### config.mk
export PLATFORM = sky130hd
export DESIGN_NAME = source_token_lexer_flat
export DESIGN_NICKNAME = d
export VERILOG_FILES = /design/src/stl_pkg.sv /design/src/stl_byte_if.sv /design/src/stl_rec_if.sv /design/src/stl_token_if.sv /design/src/stl_front.sv /design/src/stl_queue.sv /design/src/stl_back.sv /design/src/source_token_lexer.sv /design/src/flat_wrapper.sv
export SDC_FILE = /design/constraint.sdc
export NUM_CORES = 1
export LEC_CHECK = 0
export ABC_AREA = 1
export BUFFER_PORTS_ARGS = -buffer_cell sky130_fd_sc_hd__buf_4
export CAP_MARGIN = 10
export CORE_MARGIN = 2
export CORE_UTILIZATION = 55
export DETAILED_ROUTE_END_ITERATION = 7
export PLACE_DENSITY_LB_ADDON = 0.1
export SLEW_MARGIN = 20
export SYNTH_ARGS = -nofsm -noshare
export SYNTH_HDL_FRONTEND = slang
export SYNTH_SLANG_ARGS = --single-unit
### constraint.sdc
create_clock -name clk -period 21.2 [get_ports clk]
set_clock_uncertainty 0.1 [all_clocks]
set_input_delay 6.36 -clock clk [delete_from_list [all_inputs] [get_ports clk]]
set_output_delay 6.36 -clock clk [all_outputs]
set_load 0.01 [all_outputs]
### src/stl_pkg.sv
// Shared types and constants for the source token lexer.
`timescale 1ns / 1ps

package stl_pkg;

  localparam int DEF_POSITION_BITS = 32;
  localparam int DEF_LENGTH_BITS   = 16;

  localparam int KIND_BITS         = 5;
  localparam int TOKEN_START_BITS  = 32;
  localparam int TOKEN_LENGTH_BITS = 16;

  localparam int QUEUE_DEPTH = 4;

  // Keywords are matched on the first six bytes of an identifier, packed MSB first.
  localparam int KEYWORD_BYTES = 6;
  localparam int KEYWORD_BITS  = 8 * KEYWORD_BYTES;
  localparam int KEYWORD_COUNT = 6;

  localparam logic [KEYWORD_BITS-1:0] KW_TEXT [KEYWORD_COUNT] = '{
    48'h0000_7769_7468,  // with
    48'h0000_0069_6e74,  // int
    48'h0000_0000_6966,  // if
    48'h0000_656c_7365,  // else
    48'h0077_6869_6c65,  // while
    48'h7265_7475_726e   // return
  };
  localparam logic [2:0] KW_LEN [KEYWORD_COUNT] = '{3'd4, 3'd3, 3'd2, 3'd4, 3'd5, 3'd6};

  localparam logic [7:0] CH_UNDERSCORE = 8'h5F;

  typedef enum logic [KIND_BITS-1:0] {
    KIND_EOF,
    KIND_UNKNOWN,
    KIND_IDENT,
    KIND_NUMBER,
    KIND_WITH,
    KIND_INT,
    KIND_IF,
    KIND_ELSE,
    KIND_WHILE,
    KIND_RETURN,
    KIND_EQ_EQ,
    KIND_NOT_EQ,
    KIND_LESS_EQ,
    KIND_GREATER_EQ,
    KIND_PLUS,
    KIND_MINUS,
    KIND_STAR,
    KIND_SLASH,
    KIND_LESS,
    KIND_GREATER,
    KIND_COMMA,
    KIND_COLON,
    KIND_ASSIGN,
    KIND_SEMI,
    KIND_LPAREN,
    KIND_RPAREN,
    KIND_LBRACE,
    KIND_RBRACE
  } kind_t;

  typedef struct packed {
    kind_t                        kind;
    logic [TOKEN_START_BITS-1:0]  start;
    logic [TOKEN_LENGTH_BITS-1:0] length;
  } token_t;

  // Everything one input beat produces: an optional flushed token, then an
  // optional token of its own.
  typedef struct packed {
    logic   first_valid;
    token_t first;
    logic   second_valid;
    token_t second;
  } rec_t;

endpackage

### src/stl_byte_if.sv
// Input channel carrying source bytes.
`timescale 1ns / 1ps

interface stl_byte_if ();
  logic       valid;
  logic       ready;
  logic [7:0] text_byte;
  logic       end_of_input;

  modport source(output valid, text_byte, end_of_input, input ready);
  modport sink(input valid, text_byte, end_of_input, output ready);
endinterface

### src/stl_rec_if.sv
// Internal channel carrying per-byte token records between front and back.
`timescale 1ns / 1ps

interface stl_rec_if import stl_pkg::*; ();
  logic valid;
  logic ready;
  rec_t rec;

  modport source(output valid, rec, input ready);
  modport sink(input valid, rec, output ready);
endinterface

### src/stl_token_if.sv
// Output channel carrying tokens.
`timescale 1ns / 1ps

interface stl_token_if import stl_pkg::*; ();
  logic                         valid;
  logic                         ready;
  logic [KIND_BITS-1:0]         token_kind;
  logic [TOKEN_START_BITS-1:0]  token_start;
  logic [TOKEN_LENGTH_BITS-1:0] token_length;
  logic                         last_of_item;

  modport source(output valid, token_kind, token_start, token_length, last_of_item,
                 input ready);
  modport sink(input valid, token_kind, token_start, token_length, last_of_item,
               output ready);
endinterface

### src/stl_front.sv
// Front end: classify each byte, run the scan state machine, build token records.
`timescale 1ns / 1ps

module stl_front import stl_pkg::*; #(
  parameter int POSITION_BITS = DEF_POSITION_BITS,
  parameter int LENGTH_BITS   = DEF_LENGTH_BITS
) (
  input  logic       clk,
  input  logic       rst,
  stl_byte_if.sink   text,
  stl_rec_if.source  rec
);

  typedef enum logic [2:0] {
    MODE_IDLE,
    MODE_IDENT,
    MODE_NUMBER,
    MODE_EQ,
    MODE_BANG,
    MODE_LT,
    MODE_GT
  } mode_t;

  mode_t                    mode, mode_next;
  logic [POSITION_BITS-1:0] position, position_next;
  logic [POSITION_BITS-1:0] token_begin, token_begin_next;
  logic [KEYWORD_BITS-1:0]  prefix, prefix_next;
  logic [LENGTH_BITS-1:0]   run_length, run_length_next;

  logic [7:0]              c;
  logic                    is_end, is_space, is_digit, is_alpha, is_id_start, is_id_char;
  logic                    accept, pair_mode;
  logic [KEYWORD_BITS-1:0] ext_prefix;
  logic [LENGTH_BITS-1:0]  ext_run;
  kind_t                   flush_kind, pair_kind;
  token_t                  flush_tok;
  rec_t                    out_rec;

  function automatic kind_t ident_kind(logic [KEYWORD_BITS-1:0] p, logic [LENGTH_BITS-1:0] n);
    kind_t k;
    k = KIND_IDENT;
    for (int i = KEYWORD_COUNT - 1; i >= 0; i--) begin
      if (n == LENGTH_BITS'(KW_LEN[i]) && p == KW_TEXT[i]) begin
        k = kind_t'(KIND_BITS'(int'(KIND_WITH) + i));
      end
    end
    return k;
  endfunction

  function automatic kind_t single_kind(logic [7:0] b);
    kind_t k;
    unique case (b)
      "+":     k = KIND_PLUS;
      "-":     k = KIND_MINUS;
      "*":     k = KIND_STAR;
      "/":     k = KIND_SLASH;
      ",":     k = KIND_COMMA;
      ":":     k = KIND_COLON;
      ";":     k = KIND_SEMI;
      "(":     k = KIND_LPAREN;
      ")":     k = KIND_RPAREN;
      "{":     k = KIND_LBRACE;
      "}":     k = KIND_RBRACE;
      default: k = KIND_UNKNOWN;
    endcase
    return k;
  endfunction

  assign c           = text.text_byte;
  assign is_end      = text.end_of_input || (c == 8'h00);
  assign is_space    = (c == 8'h20) || (c >= 8'h09 && c <= 8'h0D);
  assign is_digit    = (c >= "0") && (c <= "9");
  assign is_alpha    = ((c >= "a") && (c <= "z")) || ((c >= "A") && (c <= "Z"));
  assign is_id_start = is_alpha || (c == CH_UNDERSCORE);
  assign is_id_char  = is_id_start || is_digit;

  assign text.ready = rec.ready;
  assign accept     = text.valid && rec.ready;
  assign pair_mode  = (mode == MODE_EQ) || (mode == MODE_BANG) ||
                      (mode == MODE_LT) || (mode == MODE_GT);

  // Grow the pending token: keep the first six bytes, saturate the count.
  assign ext_prefix = (run_length < LENGTH_BITS'(KEYWORD_BYTES)) ?
                      {prefix[KEYWORD_BITS-9:0], c} : prefix;
  assign ext_run    = (run_length != '1) ? run_length + LENGTH_BITS'(1) : run_length;

  always_comb begin
    unique case (mode)
      MODE_IDENT:  flush_kind = ident_kind(prefix, run_length);
      MODE_NUMBER: flush_kind = KIND_NUMBER;
      MODE_EQ:     flush_kind = KIND_ASSIGN;
      MODE_BANG:   flush_kind = KIND_UNKNOWN;
      MODE_LT:     flush_kind = KIND_LESS;
      MODE_GT:     flush_kind = KIND_GREATER;
      default:     flush_kind = KIND_UNKNOWN;
    endcase
    unique case (mode)
      MODE_EQ:   pair_kind = KIND_EQ_EQ;
      MODE_BANG: pair_kind = KIND_NOT_EQ;
      MODE_LT:   pair_kind = KIND_LESS_EQ;
      default:   pair_kind = KIND_GREATER_EQ;
    endcase
  end

  assign flush_tok.kind   = flush_kind;
  assign flush_tok.start  = TOKEN_START_BITS'(token_begin);
  assign flush_tok.length = TOKEN_LENGTH_BITS'(run_length);

  always_comb begin
    mode_next        = mode;
    position_next    = position;
    token_begin_next = token_begin;
    prefix_next      = prefix;
    run_length_next  = run_length;
    out_rec          = '0;

    if (is_end) begin
      // Flush, then EoF at the current offset; the scanner restarts from zero.
      out_rec.first_valid   = (mode != MODE_IDLE);
      out_rec.first         = flush_tok;
      out_rec.second_valid  = 1'b1;
      out_rec.second.kind   = KIND_EOF;
      out_rec.second.start  = TOKEN_START_BITS'(position);
      out_rec.second.length = '0;
      mode_next        = MODE_IDLE;
      position_next    = '0;
      token_begin_next = '0;
      prefix_next      = '0;
      run_length_next  = '0;
    end else begin
      position_next = position + POSITION_BITS'(1);
      if ((mode == MODE_IDENT && is_id_char) || (mode == MODE_NUMBER && is_digit)) begin
        prefix_next     = ext_prefix;
        run_length_next = ext_run;
      end else if (c == "=" && pair_mode) begin
        out_rec.first_valid  = 1'b1;
        out_rec.first.kind   = pair_kind;
        out_rec.first.start  = TOKEN_START_BITS'(token_begin);
        out_rec.first.length = TOKEN_LENGTH_BITS'(2);
        mode_next            = MODE_IDLE;
      end else begin
        out_rec.first_valid = (mode != MODE_IDLE);
        out_rec.first       = flush_tok;
        mode_next           = MODE_IDLE;
        if (!is_space) begin
          token_begin_next = position;
          prefix_next      = '0;
          run_length_next  = LENGTH_BITS'(1);
          if (is_id_start) begin
            mode_next   = MODE_IDENT;
            prefix_next = KEYWORD_BITS'(c);
          end else if (is_digit) begin
            mode_next   = MODE_NUMBER;
            prefix_next = KEYWORD_BITS'(c);
          end else begin
            priority case (c)
              "=": mode_next = MODE_EQ;
              "!": mode_next = MODE_BANG;
              "<": mode_next = MODE_LT;
              ">": mode_next = MODE_GT;
              default: begin
                run_length_next       = '0;
                out_rec.second_valid  = 1'b1;
                out_rec.second.kind   = single_kind(c);
                out_rec.second.start  = TOKEN_START_BITS'(position);
                out_rec.second.length = TOKEN_LENGTH_BITS'(1);
              end
            endcase
          end
        end
      end
    end
  end

  assign rec.valid = text.valid && (out_rec.first_valid || out_rec.second_valid);
  assign rec.rec   = out_rec;

  always_ff @(posedge clk) begin
    if (rst) begin
      mode        <= MODE_IDLE;
      position    <= '0;
      token_begin <= '0;
      prefix      <= '0;
      run_length  <= '0;
    end else if (accept) begin
      mode        <= mode_next;
      position    <= position_next;
      token_begin <= token_begin_next;
      prefix      <= prefix_next;
      run_length  <= run_length_next;
    end
  end

  a_end_restarts: assert property (@(posedge clk) disable iff (rst)
    (accept && is_end) |=> (position == '0 && mode == MODE_IDLE))
    else $error("offset not restarted after end of input");

  a_offset_advances: assert property (@(posedge clk) disable iff (rst)
    (accept && !is_end) |=> (position == $past(position + POSITION_BITS'(1))))
    else $error("offset did not advance by one on a text byte");

endmodule

### src/stl_queue.sv
// Short record queue decoupling the scanner from the token output.
`timescale 1ns / 1ps

module stl_queue import stl_pkg::*; (
  input  logic      clk,
  input  logic      rst,
  stl_rec_if.sink   wr,
  stl_rec_if.source rd
);

  localparam int PTR_BITS   = (QUEUE_DEPTH > 1) ? $clog2(QUEUE_DEPTH) : 1;
  localparam int COUNT_BITS = $clog2(QUEUE_DEPTH + 1);

  rec_t                  slots [QUEUE_DEPTH];
  logic [PTR_BITS-1:0]   wr_ptr, rd_ptr;
  logic [COUNT_BITS-1:0] count;
  logic                  push, pop;

  assign wr.ready = (count != COUNT_BITS'(QUEUE_DEPTH));
  assign rd.valid = (count != '0);
  assign rd.rec   = slots[rd_ptr];
  assign push     = wr.valid && wr.ready;
  assign pop      = rd.valid && rd.ready;

  always_ff @(posedge clk) begin
    if (push) begin
      slots[wr_ptr] <= wr.rec;
    end
  end

  always_ff @(posedge clk) begin
    if (rst) begin
      wr_ptr <= '0;
      rd_ptr <= '0;
      count  <= '0;
    end else begin
      if (push) begin
        wr_ptr <= (wr_ptr == PTR_BITS'(QUEUE_DEPTH - 1)) ? '0 : wr_ptr + PTR_BITS'(1);
      end
      if (pop) begin
        rd_ptr <= (rd_ptr == PTR_BITS'(QUEUE_DEPTH - 1)) ? '0 : rd_ptr + PTR_BITS'(1);
      end
      if (push && !pop) begin
        count <= count + COUNT_BITS'(1);
      end else if (pop && !push) begin
        count <= count - COUNT_BITS'(1);
      end
    end
  end

  a_count_bounded: assert property (@(posedge clk) disable iff (rst)
    count <= COUNT_BITS'(QUEUE_DEPTH))
    else $error("queue occupancy beyond depth");

  a_count_tracks: assert property (@(posedge clk) disable iff (rst)
    (push && !pop) |=> (count == $past(count) + COUNT_BITS'(1)))
    else $error("queue occupancy lost a push");

endmodule

### src/stl_back.sv
// Back end: drain each record as one or two token beats and mark the last one.
`timescale 1ns / 1ps

module stl_back import stl_pkg::*; (
  input  logic        clk,
  input  logic        rst,
  stl_rec_if.sink     rec,
  stl_token_if.source tokens
);

  logic   phase;
  logic   on_second, last, take;
  token_t shown;

  // Show the second token once the first has gone, or when there was no first.
  assign on_second = phase || !rec.rec.first_valid;
  assign shown     = on_second ? rec.rec.second : rec.rec.first;
  assign last      = on_second || !rec.rec.second_valid;
  assign take      = rec.valid && tokens.ready;

  assign tokens.valid        = rec.valid;
  assign tokens.token_kind   = shown.kind;
  assign tokens.token_start  = shown.start;
  assign tokens.token_length = shown.length;
  assign tokens.last_of_item = last;
  assign rec.ready           = tokens.ready && last;

  always_ff @(posedge clk) begin
    if (rst) begin
      phase <= 1'b0;
    end else if (take) begin
      phase <= !last;
    end
  end

  a_phase_needs_pair: assert property (@(posedge clk) disable iff (rst)
    phase |-> (rec.valid && rec.rec.first_valid && rec.rec.second_valid))
    else $error("second half of a record shown without a pair");

endmodule

### src/source_token_lexer.sv
// Top level of the streaming source token lexer.
`timescale 1ns / 1ps
// Throughput: one text byte per cycle while the record queue has room; a byte
//   that yields two tokens sends a beat for each; the queue absorbs the burst.
// A byte's tokens are registered in the record queue and shown from its head.
// Reset (synchronous, rst high): clears scan mode, offset, pending token, the
//   record queue and the output phase; ready the next cycle, no clearing pass.

module source_token_lexer import stl_pkg::*; #(
  parameter int POSITION_BITS = DEF_POSITION_BITS,
  parameter int LENGTH_BITS   = DEF_LENGTH_BITS
) (
  input  logic        clk,
  input  logic        rst,
  stl_byte_if.sink    text,
  stl_token_if.source tokens
);

  // Scanner output into the queue, and queue head into the output stage.
  stl_rec_if scan_ch ();
  stl_rec_if drain_ch ();

  // Front end: one byte a beat, classify it and advance the scan state.
  stl_front #(
    .POSITION_BITS(POSITION_BITS),
    .LENGTH_BITS  (LENGTH_BITS)
  ) u_front (
    .clk (clk),
    .rst (rst),
    .text(text),
    .rec (scan_ch.source)
  );

  // Hold records while the token consumer stalls.
  stl_queue u_queue (
    .clk(clk),
    .rst(rst),
    .wr (scan_ch.sink),
    .rd (drain_ch.source)
  );

  // Back end: split each record into its token beats.
  stl_back u_back (
    .clk   (clk),
    .rst   (rst),
    .rec   (drain_ch.sink),
    .tokens(tokens)
  );

endmodule

### src/flat_wrapper.sv
// flat-port wrapper written by rule: the top's interface ports become plain ports
module source_token_lexer_flat import stl_pkg::*;
#(
  parameter int POSITION_BITS = DEF_POSITION_BITS,
  parameter int LENGTH_BITS   = DEF_LENGTH_BITS
)
  (clk, rst, text_valid, text_text_byte, text_end_of_input, text_ready, tokens_valid, tokens_token_kind, tokens_token_start, tokens_token_length, tokens_last_of_item, tokens_ready);
  stl_byte_if text_i ();
  stl_token_if tokens_i ();
  input  logic clk;
  input  logic rst;
  input wire logic [$bits(text_i.valid)-1:0] text_valid;
  input wire logic [$bits(text_i.text_byte)-1:0] text_text_byte;
  input wire logic [$bits(text_i.end_of_input)-1:0] text_end_of_input;
  output wire logic [$bits(text_i.ready)-1:0] text_ready;
  output wire logic [$bits(tokens_i.valid)-1:0] tokens_valid;
  output wire logic [$bits(tokens_i.token_kind)-1:0] tokens_token_kind;
  output wire logic [$bits(tokens_i.token_start)-1:0] tokens_token_start;
  output wire logic [$bits(tokens_i.token_length)-1:0] tokens_token_length;
  output wire logic [$bits(tokens_i.last_of_item)-1:0] tokens_last_of_item;
  input wire logic [$bits(tokens_i.ready)-1:0] tokens_ready;
  assign text_i.valid = text_valid;
  assign text_i.text_byte = text_text_byte;
  assign text_i.end_of_input = text_end_of_input;
  assign text_ready = text_i.ready;
  assign tokens_valid = tokens_i.valid;
  assign tokens_token_kind = tokens_i.token_kind;
  assign tokens_token_start = tokens_i.token_start;
  assign tokens_token_length = tokens_i.token_length;
  assign tokens_last_of_item = tokens_i.last_of_item;
  assign tokens_i.ready = tokens_ready;
  source_token_lexer #(.POSITION_BITS(POSITION_BITS), .LENGTH_BITS(LENGTH_BITS)) u_core (.clk(clk), .rst(rst), .text(text_i), .tokens(tokens_i));
endmodule
==> results of run 1 <==
metrics by stage:
stage          util [%]  instance area (sq um)
2_1_floorplan         -                  22500
3_3_place_gp       57.4                  23300
3_5_place_dp       57.4                  23300
4_1_cts            61.5                  24900
5_1_grt            61.6                  25000
6_report           61.6                  25000
cells by family after synthesis:
family                     share of synthesized area, %
xor gates and xnor gates                          0.351
and+or+nand+nor                                    20.7
buffers and inverters                              5.28
AOI/OAI and AO/OA                                  10.6
adders and majority gates                         0.702
DFF                                                62.3
registers in the layout (all words and copies together) (netlist names), 3 cells and up, named ones only:
name and cells:
u_core.u_queue.count 3, u_core.u_front.prefix 48, u_core.u_front.mode 3, u_core.u_queue.slots 372, u_core.u_front.run_length 16, u_core.u_front.token_begin 32
u_core.u_front.position 32
routing by layer:
layer  wire (um)  track usage, %  up-vias
met5           0               0        -
met4         885            5.94        0
li1            -               -     8231
met2       23500            38.8      459
met1       25000            36.5     8081
met3        3040            3.93       66
power by group:
| part | total, W | internal, W | switching, W |
|---|---|---|---|
| Combinational | 0.000960 | 0.000339 | 0.000621 |
| Sequential | 0.00127 | 0.00120 | 0.0000673 |
| Clock | 0.000892 | 0.000521 | 0.000371 |
tightest hold or removal path, stage by stage, from the launching register on:
cell and delay (ns):
dfxtp_1 0.31, nand2_1 0.06, a21oi_1 0.06
worst paths after layout:
path | endpoint | startpoint | cells past startpoint | slack, ns
max | tokens_token_length[8] | flip-flop | 9 | 10.20
min | u_core.u_front.token_begin[2] | u_core.u_front.token_begin[2] | 2 | 0.38
max reg2reg | u_core.u_queue.count[2] | flip-flop | 16 | 16.43
min reg2reg | u_core.u_front.token_begin[2] | u_core.u_front.token_begin[2] | 2 | 0.38
layout make-up:
cell class / instances / area [sq um] / area share (%)
well taps: 532 / 666 / 2.67
clock inverters: 25 / 234 / 0.937
multi-input cells: 1603 / 7320 / 29.3
inverters: 177 / 667 / 2.67
repair buffers: 83 / 652 / 2.61
flip-flops and latches: 513 / 14000 / 56.1
clock buffers: 68 / 1430 / 5.72
cells in the final DEF, fill, tap and decap left out, types with 3 or more instances in the layout:
cell type	n
a21oi_1	90
a31oi_1	42
and3_1	3
buf_4	80
bufinv_16	4
clkbuf_1	11
clkbuf_16	54
clkinv_1	8
clkinv_2	10
dfxtp_1	139
edfxtp_1	372
ha_1	11
inv_1	163
inv_2	13
nand2_1	276
nand2_2	11
nand3_1	90
nand3_2	3
nand4_1	37
nor2_1	637
nor2_2	3
nor2_4	7
nor3_1	55
nor3b_1	4
nor4_1	3
o21a_1	4
o21ai_0	241
o21ai_1	22
o22ai_1	40
xor2_1	9
==> results.tsv, run 1 <==
metric	value	unit
fin_cells	3001	
slew_headroom	30.3	%
fin_setup_tns	0	ns
hpwl	31500	um
crit_required	14.74	ns
ctsHoldBuffers	0	
fill_cells	3383	
crit_slowest_cell	dfxtp_4	
start_util	55.4	%
grt_pass1_wl	83000	um
cts_max_level	2	
hold_violations	0	
synth.cells.most_frequent	nor2_1 (642), edfxtp_1 (372), nand2_1 (276), o21ai_0 (241), inv_1 (165)	
layout-drive-gt1-share	8.18	%
crit_type	reg -> out	
power	0.00312	W
drc	0	
crit_buf_inv	5	
cts_root_buf	clkbuf_16	
max_freq	0.0909	GHz
status	complete, no violations	
drt_iter0_markers	1300	
final-max-slew-violation-count	0	
cts_tree	built	
synth_edf_count	372	
die_x	206	um
worst_pin_slew	1.04	ns
clock-sinks	513	
synth_area_leaders	edfxtp_1 (50%), dfxtp_1 (13%), nor2_1 (11%)	
avgRoutedWirePerCell	17.5	um
place_congestion	0.884	
antenna_left	0	
nets	2455	
via_per_inst	5.61	
rsz0062_at_grt	false	
ys_ff_latch	513	
totalWireLength	52400	um
pre_cts_slack	10.25	ns
fin_ws	10.20	ns
yosysTopAreaCell	edfxtp_1	
drtPass1Iterations	5	
hp-class	reg -> reg	
period_share	51.9	%
async_reset_ff_share	0	%
finalSetupViolations	0	
ys_warn_count	0	
cellLeakagePower	9.09	nW
synth.most_common_cell	nor2_1	
antenna_found_initial	0	
syn_area	0.0225	sq mm
grt-ovfl-total	0	
postCtsSetupBuffers	0	
placed_cells	2907	
dieArea	0.0425	sq mm
critPathMaxFanout	113	
vias	16800	
diodes	0	
io_buffers	68	
syn_avg_cell_area	9.31	sq um
worstSetupStartpointType	flip-flop	
core_area	0.0406	sq mm
cts_made_buffers	52	
worst_setup_path_end_kind	output port	
cap_viol_max_count	0	
cp.arrival	4.54	ns
io_pins	69	
fp.dieH	206	um
syn_inst	2412	
ir_drop	0.0789	mV
synth_seq_area_share	62.3	%
whs	0.378	ns
first_global_vias	15600	
rows	74	
yosys_most_used_dff	edfxtp_1	
clk_pin_slew	0.06	ns
synth_cell_types	41	
yosys.area.top_type_share	49.7	%
clk_latency	0.59	ns
synth_fp_nets	2437	
worst_path_dominant_cell_family	buffers and inverters	
clockBufferDepth	3	
path_cells	buf_6, o21ai_0, o22ai_1, inv_1, nor2_4, buf_4, inv_1, a21oi_1, buf_4	
min_period	11.00	ns
cts_resized	0	
grt_usage	24.8	%
critPathMaxStageDelay	0.87	ns
grt_max_degree	114	
syn_to_final_growth	11.2	%
power.density	125	mW/mm^2
Power figures use the tool's default switching activity.
==> run 2: changes to the inputs <==
==> constraint.sdc (replaced) <==
create_clock -name clk -period 9 [get_ports clk]
set_clock_uncertainty 0.1 [all_clocks]
set_input_delay 2.7 -clock clk [delete_from_list [all_inputs] [get_ports clk]]
set_output_delay 2.7 -clock clk [all_outputs]
set_load 0.01 [all_outputs]
==> results.tsv, run 2 (synthesis gave the netlist of run 1 again) <==
metric	value	unit	change
clockBufferDepth	3		unchanged
layout_commonest_cell	nor2_1		
die_x	206	um	unchanged
drc	0		unchanged
cellLeakagePower	9.06	nW	-0.33%
antenna_left	0		unchanged
final_cell_mix	nor2_1 (637), edfxtp_1 (372), nand2_1 (276)		
dieArea	0.0425	sq mm	unchanged
clk_pin_slew	0.06	ns	about the same
hpwl	32100	um	+2.0%
slew_headroom	27.8	%	-2.6 points
fp.dieH	206	um	unchanged
grt_max_degree	99		-13%
cts_tree	built		
finalSetupViolations	0		unchanged
clock-sinks	513		unchanged
rsz0062_at_grt	false		
crit_required	6.20	ns	-8.54 ns
start_util	55.4	%	unchanged
endpoint	tokens_token_start[3]		
reg2reg_setup_slack	4.70	ns	-11.73 ns
clk_latency	0.59	ns	about the same
cp.arrival	3.80	ns	-0.74 ns
crit_slowest_cell	buf_4		
core_area	0.0406	sq mm	unchanged
cts_resized	0		unchanged
critPathMaxStageDelay	0.68	ns	-0.19 ns
cap_viol_max_count	0		unchanged
fin_cells	3004		+0.10%
fin_setup_tns	0	ns	unchanged
power.density	294	mW/mm^2	+140%
drt_iter0_markers	1332		+2.5%
drtPass1Iterations	6		+1
period_share	73.3	%	
placed_area	0.0233	sq mm	about the same
postLayoutCoreUtil	61.5	%	-0.099 points
min_period	6.60	ns	
io_pins	69		unchanged
cts_root_buf	clkbuf_16		
crit_buf_inv	4		-1
worstSetupStartpointType	flip-flop		
worst_pin_slew	1.08	ns	+0.0369 ns
grt_usage	25.3	%	+0.48 points
place_congestion	0.862		-2.4%
path_depth	9		unchanged
regMostFlops	u_core.u_queue.slots		
ctsHoldBuffers	0		unchanged
layout-drive-gt1-share	8.13	%	-0.050 points
grt_pass1_wl	84700	um	+2.1%
largest_reg_flops	372		unchanged
cts_max_level	2		unchanged
nets	2456		+0.041%
syn_to_final_growth	11.0	%	
diodes	0		unchanged
min-delay-start	u_core.u_front.token_begin[27]		
r2r_cells	16		unchanged
antenna_found_initial	0		unchanged
crit_type	reg -> out		
vias	16900		+0.18%
crit_top_cell	buf_4		
worstReg2RegEnd	u_core.u_queue.count[2]		
placed_cells	2909		+0.069%
final_area	0.0249	sq mm	-0.16%
via_per_inst	5.61		about the same
status	complete, no violations		
postCtsSetupBuffers	0		unchanged
grt-ovfl-total	0		unchanged
worst_path_dominant_cell_family	buffers and inverters		
final-max-slew-violation-count	0		unchanged
ir_drop	0.227	mV	+190%
io_buffers	68		unchanged
rows	74		unchanged
cts_made_buffers	52		unchanged
hold_violations	0		unchanged
max_freq	0.152	GHz	
worst_setup_path_end_kind	output port		
avgRoutedWirePerCell	17.7	um	+1.1%
totalWireLength	53000	um	+1.2%
path_cells	buf_4, o21ai_0, o22ai_1, inv_1, nor2_4, buf_4, nor2_1, a31oi_1, buf_4		
critPathMaxFanout	62		-45%
hp-class	reg -> reg		
reg_top3	u_core.u_queue.slots x372, u_core.u_front.prefix x48		
first_global_vias	16300		+4.3%
## run 2: cell count changes in the layout (fill, tap and decap cells not counted), sizes merged
cell    previous run  this run
clkbuf            68        76
buf               83        84
bufinv             4         1
clkinv            21        18
## run 2: routing by layer
layer  up-vias  track usage (%)  part of all wire, %  routed length [um]
li1       8236                -                    -                   -
met1      8050             36.1                   46               24400
met2       511             40.5                   46               24500
met3        70             3.93                  6.1                3260
met4         0             6.84                  1.7                 908
met5         -                0                    0                   0
## run 2: worst min-delay path by stage
stage | endpoint | slack, ns | cells past startpoint
2_1_floorplan | u_core.u_front.prefix[7] | 0.34 | 2
3_3_place_gp | u_core.u_front.token_begin[2] | 0.36 | 2
3_5_place_dp | u_core.u_front.token_begin[27] | 0.36 | 2
4_1_cts | u_core.u_front.token_begin[27] | 0.37 | 2
5_1_grt | u_core.u_front.token_begin[27] | 0.39 | 2
6_report | u_core.u_front.token_begin[27] | 0.37 | 2
## run 2: metrics by stage
stage          hold WS, ns  setup WS [ns]  power (W)
2_1_floorplan        0.345          0.807    0.00441
3_3_place_gp         0.358           2.06    0.00528
3_5_place_dp         0.360           2.01    0.00533
4_1_cts              0.369           2.37    0.00739
5_1_grt              0.389           2.16    0.00774
6_report             0.367           2.40    0.00732
## run 2: tightest hold or removal path, cell delays in order, from the launching register on
cell and delay, ns:
dfxtp_1 0.31, nand2_1 0.06, a21oi_1 0.05
## run 2: final cells by class
type	count	area [sq um]
flip-flops and latches	513	14000
repair buffers	84	643
well taps	532	666
multi-input cells	1603	7320
fillers	3481	15600
clock buffers	76	1500
inverters	177	667
clock inverters	19	135
## run 2: power breakdown
group          switching [W]  internal, W
clock network       0.000880      0.00118
registers           0.000144      0.00283
logic                0.00149     0.000798
==> run 3: changes to the inputs <==
--- a/config.mk
+++ b/config.mk
@@ -5,7 +5,7 @@
 export SDC_FILE = /design/constraint.sdc
 export NUM_CORES = 1
 export LEC_CHECK = 0
-export ABC_AREA = 1
+export ABC_AREA = 0
 export BUFFER_PORTS_ARGS = -buffer_cell sky130_fd_sc_hd__buf_4
 export CAP_MARGIN = 10
 export CORE_MARGIN = 2
==> constraint.sdc (replaced) <==
create_clock -name clk -period 5.9 [get_ports clk]
set_clock_uncertainty 0.1 [all_clocks]
set_input_delay 1.77 -clock clk [delete_from_list [all_inputs] [get_ports clk]]
set_output_delay 1.77 -clock clk [all_outputs]
set_load 0.01 [all_outputs]
==> results.tsv, run 3 <==
metric	value	unit	change
vias	12000		-29%
final-max-slew-violation-count	0		unchanged
cp.arrival	3.22	ns	-0.58 ns
hp-class	reg -> reg		
clockBufferDepth	3		unchanged
reg2reg_setup_slack	2.32	ns	-2.38 ns
cts_resized	0		unchanged
cts_max_level	2		unchanged
rows	72		-2.7%
grt_max_degree	93		-6.1%
regMostFlops	u_core.u_queue.slots		
layout-drive-gt1-share	24.1	%	+16 points
grt_pass1_wl	68600	um	-19%
layout_commonest_cell	edfxtp_1		
place_congestion	0.848		-1.7%
drc	0		unchanged
syn_area	0.0213	sq mm	-5.0%
final_cell_mix	edfxtp_1 (372), dfxtp_1 (139), nor2_1 (101)		
cts_made_buffers	49		-5.8%
clock-sinks	513		unchanged
period_share	86.3	%	
postLayoutCoreUtil	62.5	%	+1.1 points
crit_type	reg -> out		
min_period	5.09	ns	
syn_avg_cell_area	15.3	sq um	+64%
dieArea	0.0404	sq mm	-4.9%
ys_warn_count	0		unchanged
totalWireLength	43000	um	-19%
hpwl	26000	um	-19%
worst_setup_path_end_kind	output port		
die_x	201	um	-2.5%
drt_iter0_markers	828		-38%
postCtsSetupBuffers	0		unchanged
path_cells	mux4_2, nand2b_4, buf_4, mux4_2, mux2_2, buf_4		
diodes	0		unchanged
synth.most_common_cell	edfxtp_1		
cts_tree	built		
antenna_left	0		unchanged
critPathMaxFanout	27		-56%
status	complete, no violations		
start_util	55.5	%	+0.088 points
finalSetupViolations	0		unchanged
nets	1488		-39%
yosys_most_used_dff	edfxtp_1		
synth_fp_nets	1421		-42%
largest_reg_flops	372		unchanged
synth.cells.most_frequent	edfxtp_1 (372), dfxtp_1 (141), nor2_1 (102), mux4_2 (93), and2_1 (79)		
rsz0062_at_grt	false		
ir_drop	0.288	mV	+27%
grt_usage	21.8	%	-3.5 points
clk_latency	0.58	ns	about the same
via_per_inst	5.95		+5.9%
synth_area_leaders	edfxtp_1 (52%), dfxtp_1 (13%), mux4_2 (9.8%)		
reg_top3	u_core.u_queue.slots x372, u_core.u_front.prefix x48		
critPathMaxStageDelay	0.59	ns	-0.09 ns
crit_slowest_cell	dfxtp_2		
cap_viol_max_count	0		unchanged
avgRoutedWirePerCell	21.3	um	+21%
synth_cell_types	80		+95%
crit_required	4.03	ns	-2.17 ns
worstSetupStartpointType	flip-flop		
syn_inst	1396		-42%
yosys.area.top_type_share	52.3	%	+2.6 points
io_buffers	68		unchanged
io_pins	69		unchanged
worst_pin_slew	0.867	ns	-0.214 ns
yosysTopAreaCell	edfxtp_1		
fp.dieH	201	um	-2.5%
async_reset_ff_share	0	%	unchanged
hold_violations	0		unchanged
first_global_vias	12100		-25%
antenna_found_initial	0		unchanged
clk_pin_slew	0.06	ns	about the same
slew_headroom	41.9	%	+14 points
synth_seq_area_share	65.6	%	+3.3 points
grt-ovfl-total	0		unchanged
ctsHoldBuffers	0		unchanged
fin_setup_tns	0	ns	unchanged
synth_edf_count	372		unchanged
cts_root_buf	clkbuf_16		
crit_buf_inv	2		-2
ys_ff_latch	513		unchanged
core_area	0.0385	sq mm	-5.1%
power.density	389	mW/mm^2	+32%
max_freq	0.197	GHz	
worst_path_dominant_cell_family	multiplexers		
syn_to_final_growth	12.7	%	
drtPass1Iterations	5		-1
cellLeakagePower	8.37	nW	-7.7%
run 3: cell types whose count changed in the layout (fill, tap and decap cells not counted), moves of 38 or more:
cell	before	now
o21ai_0	241	12
nand2_1	276	50
nor2_1	637	101
mux2_2	0	38
a31oi_1	42	3
inv_1	162	11
and2_1	2	75
mux4_2	0	93
nor3_1	55	14
nand3_1	90	34
a21oi_1	90	30
run 3: final timing paths:
path	endpoint	depth (start not counted)	start
worst max register to register	u_core.u_queue.count[2]	11	flip-flop
worst max-delay path	tokens_token_start[23]	6	flip-flop
worst min-delay path	u_core.u_front.token_begin[4]	1	u_core.u_front.token_begin[4]
worst min register to register	u_core.u_front.token_begin[4]	1	u_core.u_front.token_begin[4]
run 3: routing by layer:
| metal | global-route usage, % | routed length (um) |
|---|---|---|
| met1 | 31.6 | 19900 |
| met2 | 33.9 | 20000 |
| met3 | 4.12 | 2200 |
| met4 | 6.16 | 1000 |
| met5 | 0 | 0 |
run 3: cell families after synthesis:
group / after synthesis / synth area share, %
flops: 513 / 65.6
simple gates: 441 / 11.5
mux: 165 / 13.4
compound gates: 131 / 4.92
buf+inv: 91 / 2.08
xor+xnor: 43 / 1.76
fa+ha+maj: 12 / 0.739
run 3: power by group:
group	internal (W)	switching, W
logic	0.00101	0.00101
clock network	0.00179	0.00126
registers	0.00418	0.0000886
total	0.00698	0.00237
run 3: cell type report:
cell class / instances / area [sq um]
clock buffer: 78 / 1470
inverter: 12 / 45.0
multi-input combinational: 792 / 6940
fill: 2841 / 14400
tap: 518 / 648
sequential: 513 / 14000
timing repair buffer: 95 / 838
clock inverter: 13 / 119
run 3: stage by stage:
| step | worst slack (ns) | power (W) | cells | cell area, sq um | hold WS, ns |
|---|---|---|---|---|---|
| after detailed placement | 0.819 | 0.00641 | 1930 | 22500 | 0.355 |
| after global placement | 0.911 | 0.00639 | 1930 | 22500 | 0.350 |
| final | 0.811 | 0.00934 | 2021 | 24100 | 0.372 |
| after floorplan | 0.963 | 0.00567 | 1396 | 21300 | 0.331 |
| after CTS | 0.729 | 0.00946 | 2021 | 24100 | 0.373 |
| after global routing | 0.691 | 0.00974 | 2021 | 24100 | 0.380 |
